**src/rtl/crcpf_pkg.sv**
```systemverilog
// Package for the CRC-16 command packet framer.
// Holds packet layout constants, the CRC byte step and the microcode control word.
// No dependencies.
`timescale 1ns / 1ps

package crcpf_pkg;

	localparam logic [7:0]  SYNC0_BYTE = 8'hFF;
	localparam logic [7:0]  SYNC1_BYTE = 8'hFE;
	localparam logic [7:0]  LEN_BASE   = 8'h0C;
	localparam logic [15:0] CRC_INIT   = 16'hFFFF;
	localparam logic [15:0] CRC_POLY   = 16'h1021;

	// Byte offsets within the packet
	localparam int OFS_SYNC0   = 0;
	localparam int OFS_SYNC1   = 1;
	localparam int OFS_CRC0    = 2;
	localparam int OFS_CRC1    = 3;
	localparam int OFS_LEN     = 4;
	localparam int OFS_CMD     = 14;
	localparam int OFS_DATA    = 18;
	localparam int MAX_LANES   = 8;

	// Input item layout on s_tdata
	localparam int CMD_LSB   = 0;
	localparam int DATA_LSB  = 16;
	localparam int CNT_LSB   = 80;
	localparam int HF_BIT    = 84;
	localparam int IN_TDATA_W = 88;

	typedef logic [1:0] upc_t;

	localparam upc_t UPC_WAIT = 2'd0;
	localparam upc_t UPC_CRC  = 2'd1;
	localparam upc_t UPC_REW  = 2'd2;
	localparam upc_t UPC_EMIT = 2'd3;

	typedef enum logic [1:0] {
		ADV_IN,
		ADV_ALWAYS,
		ADV_OUT
	} adv_t;

	typedef enum logic [1:0] {
		OFS_HOLD,
		OFS_LOAD_CRC,
		OFS_INC,
		OFS_CLEAR
	} ofs_op_t;

	typedef enum logic [1:0] {
		COND_NONE,
		COND_CRC_END,
		COND_OFS_LAST
	} cond_t;

	typedef struct packed {
		logic    in_ready;
		logic    crc_en;
		logic    out_valid;
		adv_t    adv;
		ofs_op_t ofs_op;
		cond_t   cond;
		upc_t    target;
	} uword_t;

	// Status from the datapath to the sequencer
	typedef struct packed {
		logic in_valid;
		logic out_ready;
		logic crc_end;
		logic ofs_last;
	} seq_flags_t;

	// Control from the sequencer to the datapath
	typedef struct packed {
		logic    in_ready;
		logic    crc_en;
		logic    out_valid;
		logic    fire;
		ofs_op_t ofs_op;
	} seq_ctrl_t;

	function automatic uword_t ucode(input upc_t pc);
		uword_t w;
		case (pc)
			UPC_WAIT: w = '{1'b1, 1'b0, 1'b0, ADV_IN, OFS_LOAD_CRC, COND_NONE, UPC_CRC};
			UPC_CRC:  w = '{1'b0, 1'b1, 1'b0, ADV_ALWAYS, OFS_INC, COND_CRC_END, UPC_REW};
			UPC_REW:  w = '{1'b0, 1'b0, 1'b0, ADV_ALWAYS, OFS_CLEAR, COND_NONE, UPC_EMIT};
			UPC_EMIT: w = '{1'b0, 1'b0, 1'b1, ADV_OUT, OFS_INC, COND_OFS_LAST, UPC_WAIT};
			default:  w = '{1'b0, 1'b0, 1'b0, ADV_ALWAYS, OFS_HOLD, COND_NONE, UPC_WAIT};
		endcase
		return w;
	endfunction

	// One byte of CRC-16, MSB first
	function automatic logic [15:0] crc_byte(input logic [15:0] crc, input logic [7:0] b);
		logic [15:0] c;
		c = crc ^ {b, 8'h00};
		for (int i = 0; i < 8; i++) begin
			if (c[15]) begin
				c = {c[14:0], 1'b0} ^ CRC_POLY;
			end else begin
				c = {c[14:0], 1'b0};
			end
		end
		return c;
	endfunction

endpackage

```
**src/rtl/crc16_command_packet_framer_top.sv**
```systemverilog
// Sequence: after an item is accepted, a CRC pass runs over offsets 4 to 17 + count (one byte a cycle),
// a rewind step returns the offset to zero and the emit steps send the packet, holding while m_tready
// is low; the next request is accepted only after the last packet byte is taken, set by the microcode program.
// Reset: arst_n returns the step counter to the wait step; no item is pending after reset.
// Datapath: offset counter, CRC register and the latched request; crcpf_seq drives it.
`timescale 1ns / 1ps

module crc16_command_packet_framer_top #(
	parameter int PACKET_LEN = 64,
	parameter int MAX_DATA   = 8
) (
	input  logic        clk,
	input  logic        arst_n,
	input  logic        s_tvalid,
	output logic        s_tready,
	// [15:0] command_id, [79:16] data_bytes, [83:80] data_count, [84] crc_high_first
	input  logic [87:0] s_tdata,
	output logic        m_tvalid,
	input  logic        m_tready,
	// [7:0] packet_byte
	output logic [7:0]  m_tdata,
	output logic        m_tlast
);

	localparam int OFS_W = $clog2(PACKET_LEN);

	crcpf_pkg::seq_flags_t flags;
	crcpf_pkg::seq_ctrl_t  ctrl;

	logic [OFS_W-1:0] ofs_q;
	logic [15:0]      crc_q;
	logic [15:0]      cmd_q;
	logic [63:0]      data_q;
	logic [3:0]       cnt_q;
	logic             hf_q;

	logic [3:0]       cnt_in;
	logic [OFS_W-1:0] data_end;
	logic [2:0]       lane;
	logic [7:0]       cur_byte;
	logic             load;

	crcpf_seq u_seq (
		.clk    (clk),
		.arst_n (arst_n),
		.flags  (flags),
		.ctrl   (ctrl)
	);

	assign load   = ctrl.fire & ctrl.in_ready;
	assign cnt_in = (s_tdata[crcpf_pkg::CNT_LSB +: 4] > 4'(MAX_DATA)) ? 4'(MAX_DATA)
		: s_tdata[crcpf_pkg::CNT_LSB +: 4];

	assign data_end = OFS_W'(crcpf_pkg::OFS_DATA) + OFS_W'(cnt_q);
	assign lane     = 3'(ofs_q - OFS_W'(crcpf_pkg::OFS_DATA));

	// Packet byte at the current offset
	always_comb begin
		cur_byte = 8'h00;
		if (ofs_q == OFS_W'(crcpf_pkg::OFS_SYNC0)) begin
			cur_byte = crcpf_pkg::SYNC0_BYTE;
		end else if (ofs_q == OFS_W'(crcpf_pkg::OFS_SYNC1)) begin
			cur_byte = crcpf_pkg::SYNC1_BYTE;
		end else if (ofs_q == OFS_W'(crcpf_pkg::OFS_CRC0)) begin
			cur_byte = hf_q ? crc_q[15:8] : crc_q[7:0];
		end else if (ofs_q == OFS_W'(crcpf_pkg::OFS_CRC1)) begin
			cur_byte = hf_q ? crc_q[7:0] : crc_q[15:8];
		end else if (ofs_q == OFS_W'(crcpf_pkg::OFS_LEN)) begin
			cur_byte = crcpf_pkg::LEN_BASE + 8'(cnt_q);
		end else if (ofs_q == OFS_W'(crcpf_pkg::OFS_CMD)) begin
			cur_byte = cmd_q[7:0];
		end else if (ofs_q == OFS_W'(crcpf_pkg::OFS_CMD + 1)) begin
			cur_byte = cmd_q[15:8];
		end else if (ofs_q >= OFS_W'(crcpf_pkg::OFS_DATA) && ofs_q < data_end) begin
			cur_byte = data_q[{lane, 3'b000} +: 8];
		end
	end

	always_comb begin
		flags.in_valid  = s_tvalid;
		flags.out_ready = m_tready;
		// last CRC byte sits at offset 17 + count
		flags.crc_end   = (ofs_q == data_end - OFS_W'(1));
		flags.ofs_last  = (ofs_q == OFS_W'(PACKET_LEN - 1));
	end

	always_ff @(posedge clk or negedge arst_n) begin
		if (!arst_n) begin
			ofs_q <= '0;
		end else if (ctrl.fire) begin
			case (ctrl.ofs_op)
				crcpf_pkg::OFS_HOLD:     ofs_q <= ofs_q;
				crcpf_pkg::OFS_LOAD_CRC: ofs_q <= OFS_W'(crcpf_pkg::OFS_LEN);
				crcpf_pkg::OFS_INC:      ofs_q <= ofs_q + OFS_W'(1);
				crcpf_pkg::OFS_CLEAR:    ofs_q <= '0;
				default:                 ofs_q <= ofs_q;
			endcase
		end
	end

	// Request registers and CRC accumulator
	always_ff @(posedge clk) begin
		if (load) begin
			cmd_q  <= s_tdata[crcpf_pkg::CMD_LSB +: 16];
			data_q <= s_tdata[crcpf_pkg::DATA_LSB +: 64];
			cnt_q  <= cnt_in;
			hf_q   <= s_tdata[crcpf_pkg::HF_BIT];
			crc_q  <= crcpf_pkg::CRC_INIT;
		end else if (ctrl.fire && ctrl.crc_en) begin
			crc_q <= crcpf_pkg::crc_byte(crc_q, cur_byte);
		end
	end

	assign s_tready = ctrl.in_ready;
	assign m_tvalid = ctrl.out_valid;
	assign m_tdata  = cur_byte;
	assign m_tlast  = ctrl.out_valid & flags.ofs_last;

endmodule

```
**src/rtl/crcpf_seq.sv**
```systemverilog
// Microcode sequencer of the command packet framer: step counter and control ROM.
// Depends on crcpf_pkg.
`timescale 1ns / 1ps

module crcpf_seq (
	input  logic                  clk,
	input  logic                  arst_n,
	input  crcpf_pkg::seq_flags_t flags,
	output crcpf_pkg::seq_ctrl_t  ctrl
);

	crcpf_pkg::upc_t   upc_q;
	crcpf_pkg::upc_t   upc_d;
	crcpf_pkg::uword_t word;
	logic              fire;
	logic              take;

	always_comb begin
		word = crcpf_pkg::ucode(upc_q);
		case (word.adv)
			crcpf_pkg::ADV_IN:     fire = flags.in_valid;
			crcpf_pkg::ADV_ALWAYS: fire = 1'b1;
			crcpf_pkg::ADV_OUT:    fire = flags.out_ready;
			default:               fire = 1'b0;
		endcase
		case (word.cond)
			crcpf_pkg::COND_NONE:     take = 1'b1;
			crcpf_pkg::COND_CRC_END:  take = flags.crc_end;
			crcpf_pkg::COND_OFS_LAST: take = flags.ofs_last;
			default:                  take = 1'b0;
		endcase
		upc_d = (fire && take) ? word.target : upc_q;

		ctrl.in_ready  = word.in_ready;
		ctrl.crc_en    = word.crc_en;
		ctrl.out_valid = word.out_valid;
		ctrl.fire      = fire;
		ctrl.ofs_op    = word.ofs_op;
	end

	always_ff @(posedge clk or negedge arst_n) begin
		if (!arst_n) begin
			upc_q <= crcpf_pkg::UPC_WAIT;
		end else begin
			upc_q <= upc_d;
		end
	end

endmodule
```
**config.mk**
```make
export PLATFORM = sky130hd
export DESIGN_NAME = crc16_command_packet_framer_top
export DESIGN_NICKNAME = d
export VERILOG_FILES = /design/src/rtl/crcpf_pkg.sv /design/src/rtl/crc16_command_packet_framer_top.sv /design/src/rtl/crcpf_seq.sv
export SDC_FILE = /design/constraint.sdc
export NUM_CORES = 1
export LEC_CHECK = 0
export BUFFER_PORTS_ARGS = -buffer_cell sky130_fd_sc_hd__buf_2
export CAP_MARGIN = 30
export CORE_MARGIN = 8
export CORE_UTILIZATION = 55
export CTS_BUF_LIST = sky130_fd_sc_hd__clkbuf_16
export CTS_CLUSTER_DIAMETER = 40
export DETAILED_ROUTE_END_ITERATION = 8
export PLACE_DENSITY_LB_ADDON = 0.3
export SYNTH_ARGS = -nofsm -noshare
export SYNTH_HDL_FRONTEND = slang
export SYNTH_SLANG_ARGS = --single-unit
```
**constraint.sdc**
```tcl
create_clock -name clk -period 5.84 [get_ports clk]
set_input_delay 1.168 -clock clk [delete_from_list [all_inputs] [get_ports clk]]
set_output_delay 1.168 -clock clk [all_outputs]
set_load 0.02 [all_outputs]
```
==> impl_results.md, run 1 <==
* Status: finished, final reports clean
* Crit end category: output port
* Overall Power at 3.95 mW
* Std-Cell Rows at 37
* Gp weighted congestion at 0.919
* Flops & latches, synth at 109
* Syn_area_per_cell at 12.3 um2
* Count of endpoints failing setup in the final report at 0
* Finished Layout Cells at 695
* Die Height at 118 um
* Yosys warning count at 0
* DR WL/cell at 18.8 um
* DRT Pass-1 Iters at 5
* CTS Buf Count at 9
* Clock Pin Slew Worst Setup and Hold Paths at 80 ps
* Cells after Synth at 461
* Vias in the first global route at 4242
* CTS tree: built
* Routed Antenna Nets at 0
* Core area at 10200 um2
* RSZ-0062 raised after global routing: no
* Final hold vios at 0
* Largest net degree at the start of global routing at 40
* Die Area at 13800 um2
* Slew Viols, Final at 0
* Leakage at 2.56 nW
* CP Launch Type: flip-flop
* PwrDens at 598 nW/um2
* Mapped Nets at 575
* Setup TNS at 0 ps
* Initial Util at 0.557
* Worst Path Required at 4670 ps
* Crit path time final at 4800 ps
* Port Buf Inserts at 99
* PnR worst setup slack at 1040 ps
* Setup Buffers After CTS at 0
* Largest cells by area after synthesis: edfxtp_1 45%, mux4_2 6.4%, dfxtp_1 5.6%, ha_1 4.9%, dfrtp_1 3.5%
* Clk_skew at 8.83 ps
* Rel. slew slack at 0.426
* Distinct cells, synth at 73
* Sequential fraction of the synthesis area at 0.542
* Mapped Area at 5670 um2
* First-pass GRT wire length at 21000 um
* CTS Buffer Depth at 2
* Residual DRC count at 0
* Ys async rst share at 0.0734
* Tot GR Track Use at 0.190
* Fmax at 208 MHz
* CP max FO at 10
* GRT overflow at 0
* Vias per std cell at 5.84
* Worst-Skew Late Latency at 350 ps
* Main synth FF type: edfxtp_1
* Max Cap Viol at 0
* Share of post-route cells with drive strength above 1 at 0.275
* Post-DP HPWL at 9850 um
* Placed cell count at 679
* Antenna Cells at 0
* CTS Root Cell: clkbuf_16
* DRT Wirelength at 13100 um
* Fin nets at 668
* VDD IR max at 0.608 mV
* I/O pins at 103
* CP Class: flip-flop to output port
* HP Class: flip-flop to flip-flop
* Cts hold-fix bufs at 0
* First DRT Iteration DRCs at 347
* Pre-CTS setup slack at 1420 ps
* Worst-margin pin slew at 853 ps
* Chip Width at 118 um
* Synth area leader: edfxtp_1
* Initial antenna violation count at 0
* Final worst-path cycle share at 0.823
* Number of synthesized flops with an enable pin at 85
* Clk sinks at 109
* Routed via count at 4061
* Area Growth Syn to Fin at 16.4%
* Post-cts resize count at 0
* Htree depth at 3
* Arrival @ worst endpoint at 3640 ps
* Area share of the largest cell type after synthesis at 0.450
==> Yosys cell counts (3+ instances only) <==
cell	n
o21ai_1	14
buf_2	8
mux2_2	4
o31ai_1	4
and3_1	4
edfxtp_1	85
ha_1	22
a22oi_1	3
nor3_1	13
nand3_1	8
nand2_1	39
a221oi_1	3
o211ai_1	3
a21oi_1	21
clkbuf_1	10
a211oi_1	9
mux4_2	16
dfrtp_1	8
nor4_1	5
nor2_1	24
o22ai_1	3
xor2_1	9
o21ai_0	26
nor2b_1	10
dfxtp_1	16
xnor2_1	10
inv_1	11
mux2i_1	14
==> placed cells by master, fill, tap and decap left out, types with 9 or more instances in the layout <==
cell,count
a211oi_1,9
a21oi_1,21
buf_2,99
clkbuf_16,9
dfxtp_1,16
edfxtp_1,85
ha_1,22
inv_1,11
mux2i_1,14
mux4_2,16
nand2_1,39
nor2_1,24
nor2b_1,10
nor3_1,13
o21ai_0,26
o21ai_1,14
xnor2_1,10
xor2_1,9
==> power breakdown <==
part	total, mW	switching [mW]	internal [mW]
sequential	1.43	0.209	1.23
clock	0.647	0.301	0.346
combinational	1.87	1.08	0.786
total	3.95	1.59	2.36
==> logic make-up after synthesis <==
| kind of cell | Yosys count | synth area share |
|---|---|---|
| DFF | 109 | 0.542 |
| muxes | 34 | 0.0962 |
| adders and majority gates | 23 | 0.0503 |
| xor gates and xnor gates | 24 | 0.0463 |
| and+or+nand+nor | 122 | 0.105 |
| AOI/OAI and AO/OA | 114 | 0.133 |
| buffers and inverters | 35 | 0.0276 |
==> area by class of cell <==
cell class,count,area (um2)
Fill cell,806,3580
Sequential cell,109,3070
Multi-Input combinational cell,317,2440
Timing Repair Buffer,103,538
Clock buffer,9,225
Tap cell,136,170
Clock inverter,7,97.6
Inverter,14,53.8
==> worst max-delay path: stages, from the launching register on <==
cell	delay [ps]
edfxtp_1	510
ha_1	270
ha_1	210
inv_1	60
ha_1	230
nand2_1	70
nor2_1	50
or4_1	640
nor2_1	230
a221oi_1	110
o21ai_1	620
buf_2	290
==> state kept, by name, indices dropped and copies added, names as in the netlist <==
register     cells
data_q          64
cmd_q           16
crc_q           16
ofs_q            6
cnt_q            4
u_seq.upc_q      2
hf_q             1
==> final timing paths <==
path / from / to / slack, ps / cells after the start
max: cnt_q[1]$_SDFFCE_PN0P_ / m_tdata[3] / 1040 / 11
min: crc_q[1]$_SDFFE_PP1P_ / crc_q[1]$_SDFFE_PP1P_ / 540 / 2
max reg2reg: ofs_q[1]$_DFFE_PN0P_ / crc_q[6]$_SDFFE_PP1P_ / 2230 / 9
min reg2reg: crc_q[1]$_SDFFE_PP1P_ / crc_q[1]$_SDFFE_PP1P_ / 540 / 2
max in group asynchronous: arst_n / ofs_q[2]$_DFFE_PN0P_ / 5030 / 1
min in group asynchronous: arst_n / u_seq.upc_q[0]$_DFFE_PN0P_ / 650 / 1
==> through the flow <==
step | utilization | instance area, um2 | hold slack [ps]
2_1_floorplan | - | 5670 | 497
3_3_place_gp | 0.614 | 6260 | 524
3_5_place_dp | 0.616 | 6280 | 525
4_1_cts | 0.648 | 6600 | 538
5_1_grt | 0.648 | 6600 | 570
6_report | 0.648 | 6600 | 537
==> per-layer routing <==
| layer | track usage | part of all wire | vias up | wire [um] |
|---|---|---|---|---|
| met1 | 0.243 | 0.44 | 1919 | 5700 |
| met4 | 0.0793 | 0.018 | 0 | 240 |
| met3 | 0.0508 | 0.078 | 17 | 1020 |
| met5 | 0 | 0 | - | 0 |
| li1 | - | - | 1949 | - |
| met2 | 0.300 | 0.47 | 176 | 6100 |
Power figures use the tool's default switching activity.
==> run 2, diff against run 1 <==
clock period = 4.75 ns   (was 5.84 ns; I/O delays follow)
==> run 2 against run 1 <==
Via count up 1.8%. Non-clock buffer count up 6. Utilization up 0.074 points. Clock power up 17%. Clock skew up 1.1 ps. Sequential power up 22%. Register-to-register slack worse by 1000 ps. Worst setup slack worse by 540 ps.
==> impl_results.md, run 2 (synthesis results as in run 1) <==
* Largest net degree at the start of global routing at 41 (+2.5%)
* Hold slack at 432 ps (-105 ps)
* Rel. slew slack at 0.466 (+0.0399)
* CTS tree: built
* DR WL/cell at 18.8 um (-0.14%)
* Met1 usage at 0.246 (+0.00274)
* Worst Path Required at 3800 ps (-870 ps)
* Final worst-path cycle share at 0.896
* Worst-margin pin slew at 795 ps (-57.3 ps)
* CTS Buf Count at 9 (unchanged)
* Slowest CP cell: or4_1
* CP Launch Type: flip-flop
* Crit path time final at 4250 ps
* Top Usage Layer GRT: met2
* Number of fill cells at 776 (-3.7%)
* Crit Reg-Reg Startpoint: cnt_q[1]$_SDFFCE_PN0P_
* Initial Util at 0.557 (unchanged)
* Biggest regs: data_q: 64 flops, cmd_q: 16 flops, crc_q: 16 flops
* Port Buf Inserts at 99 (unchanged)
* Clk_skew at 9.90 ps (+1.07 ps)
* Share of post-route cells with drive strength above 1 at 0.283 (+0.00769)
* Die Area at 13800 um2 (unchanged)
* Clock Pin Slew Worst Setup and Hold Paths at 80 ps (about the same)
* Max FFs per register at 64 (unchanged)
* Most frequent cells in the layout: 99 x buf_2, 85 x edfxtp_1, 39 x nand2_1
* Slowest stage delay, CP at 640 ps (about the same)
* Crit path launch: cnt_q[1]$_SDFFCE_PN0P_
* DRT Wirelength at 13200 um (+0.72%)
* Final hold vios at 0 (unchanged)
* Arrival @ worst endpoint at 3300 ps (-340 ps)
* Critical path, cell by cell: ha_1, ha_1, inv_1, ha_1, nand2_1, nor2_1, or4_1, nor2_1, a221oi_1, o21ai_1, buf_4, buf_2
* Fmax at 235 MHz
* Antenna Cells at 0 (unchanged)
* Count of endpoints failing setup in the final report at 0 (unchanged)
* Clk sinks at 109 (unchanged)
* CP max FO at 10 (unchanged)
* CTS Buffer Depth at 2 (unchanged)
* CTS Root Cell: clkbuf_16
* Residual DRC count at 0 (unchanged)
* Leakage at 2.58 nW (+0.72%)
* Routed Antenna Nets at 0 (unchanged)
* Vias per std cell at 5.90 (+0.90%)
* Met2 Use GR at 0.300 (-0.000357)
* Routed via count at 4133 (+1.8%)
* Commonest non-fill, non-tap cell in the layout: buf_2
* Worst-Skew Late Latency at 350 ps (about the same)
* Area Growth Syn to Fin at 16.5%
* Tot GR Track Use at 0.188 (-0.00171)
* CP Class: flip-flop to output port
* DRT Pass-1 Iters at 5 (unchanged)
* Chip Width at 118 um (unchanged)
* GRT overflow at 0 (unchanged)
* Post-cts resize count at 0 (unchanged)
* VDD IR max at 0.345 mV (-43%)
* Post-DP HPWL at 9740 um (-1.1%)
* Vias in the first global route at 4305 (+1.5%)
* RSZ-0062 raised after global routing: no
* Core area at 10200 um2 (unchanged)
* Max Cap Viol at 0 (unchanged)
* Most common cell on crit path: ha_1
* HP Class: primary input to async pin
* M3 GR Usage at 0.0393 (-0.0115)
* Slew Viols, Final at 0 (unchanged)
* Largest delay share family, worst path: simple AND/OR/NAND/NOR gates
* Cts hold-fix bufs at 0 (unchanged)
* Setup Buffers After CTS at 0 (unchanged)
* First-pass GRT wire length at 21100 um (+0.13%)
* Initial antenna violation count at 0 (unchanged)
* Fin nets at 674 (+0.90%)
* Reg2Reg Setup Slack at 1220 ps (-1010 ps)
* I/O pins at 103 (unchanged)
* Gp weighted congestion at 0.895 (-2.6%)
* Status: finished, final reports clean
* PwrDens at 732 nW/um2 (+22%)
* Crit end category: output port
* Worst path bufs/invs at 3 (+1)
* Std-Cell Rows at 37 (unchanged)
* Htree depth at 3 (unchanged)
* Die Height at 118 um (unchanged)
* Setup TNS at 0 ps (unchanged)
* First DRT Iteration DRCs at 306 (-12%)
* Largest register by flop count: data_q
==> run 2: cell count changes in the layout (fill, tap and decap cells not counted), sizes merged <==
cell and change:
clkinv +1, bufinv -1, buf +6
==> run 2: final timing paths <==
path                            cells after the start                    endpoint
worst max-delay path                               12                  m_tdata[3]
worst min-delay path                                1  u_seq.upc_q[1]$_DFFE_PN0P_
worst max register to register                     13      crc_q[12]$_SDFFE_PP1P_
worst min register to register                      2       crc_q[2]$_SDFFE_PP1P_
max in group asynchronous                           1        ofs_q[1]$_DFFE_PN0P_
min in group clk                                    2       crc_q[2]$_SDFFE_PP1P_
==> run 2: layer usage <==
layer,vias to the layer above,part of all wire,wire length (um)
met1,1986,0.45,5980
met5,-,0,0
met2,167,0.46,6040
met3,22,0.063,829
li1,1958,-,-
met4,0,0.023,303
==> run 2: power by group <==
part | switching [mW] | internal, mW | total, mW
clock | 0.383 | 0.374 | 0.757
combinational | 1.37 | 0.975 | 2.34
sequential | 0.227 | 1.51 | 1.74
==> run 2: final cells by class <==
| type | count | area, um2 | share of cell area |
|---|---|---|---|
| Inverter | 14 | 53.8 | 0.00814 |
| Timing Repair Buffer | 109 | 571 | 0.0863 |
| Tap cell | 136 | 170 | 0.0257 |
| Clock buffer | 9 | 225 | 0.0341 |
| Multi-Input combinational cell | 317 | 2440 | 0.370 |
| Sequential cell | 109 | 3070 | 0.465 |
| Clock inverter | 7 | 72.6 | 0.0110 |
==> run 2: metrics by stage <==
stage / power [mW] / util / area [um2] / worst slack [ps] / std cells
2_1_floorplan: 3.50 / - / 5670 / 467 / 461
3_3_place_gp: 3.98 / 0.620 / 6310 / 907 / 685
3_5_place_dp: 4.08 / 0.620 / 6310 / 907 / 685
4_1_cts: 4.85 / 0.649 / 6610 / 515 / 701
5_1_grt: 5.15 / 0.649 / 6610 / 361 / 701
6_report: 4.84 / 0.649 / 6610 / 496 / 701
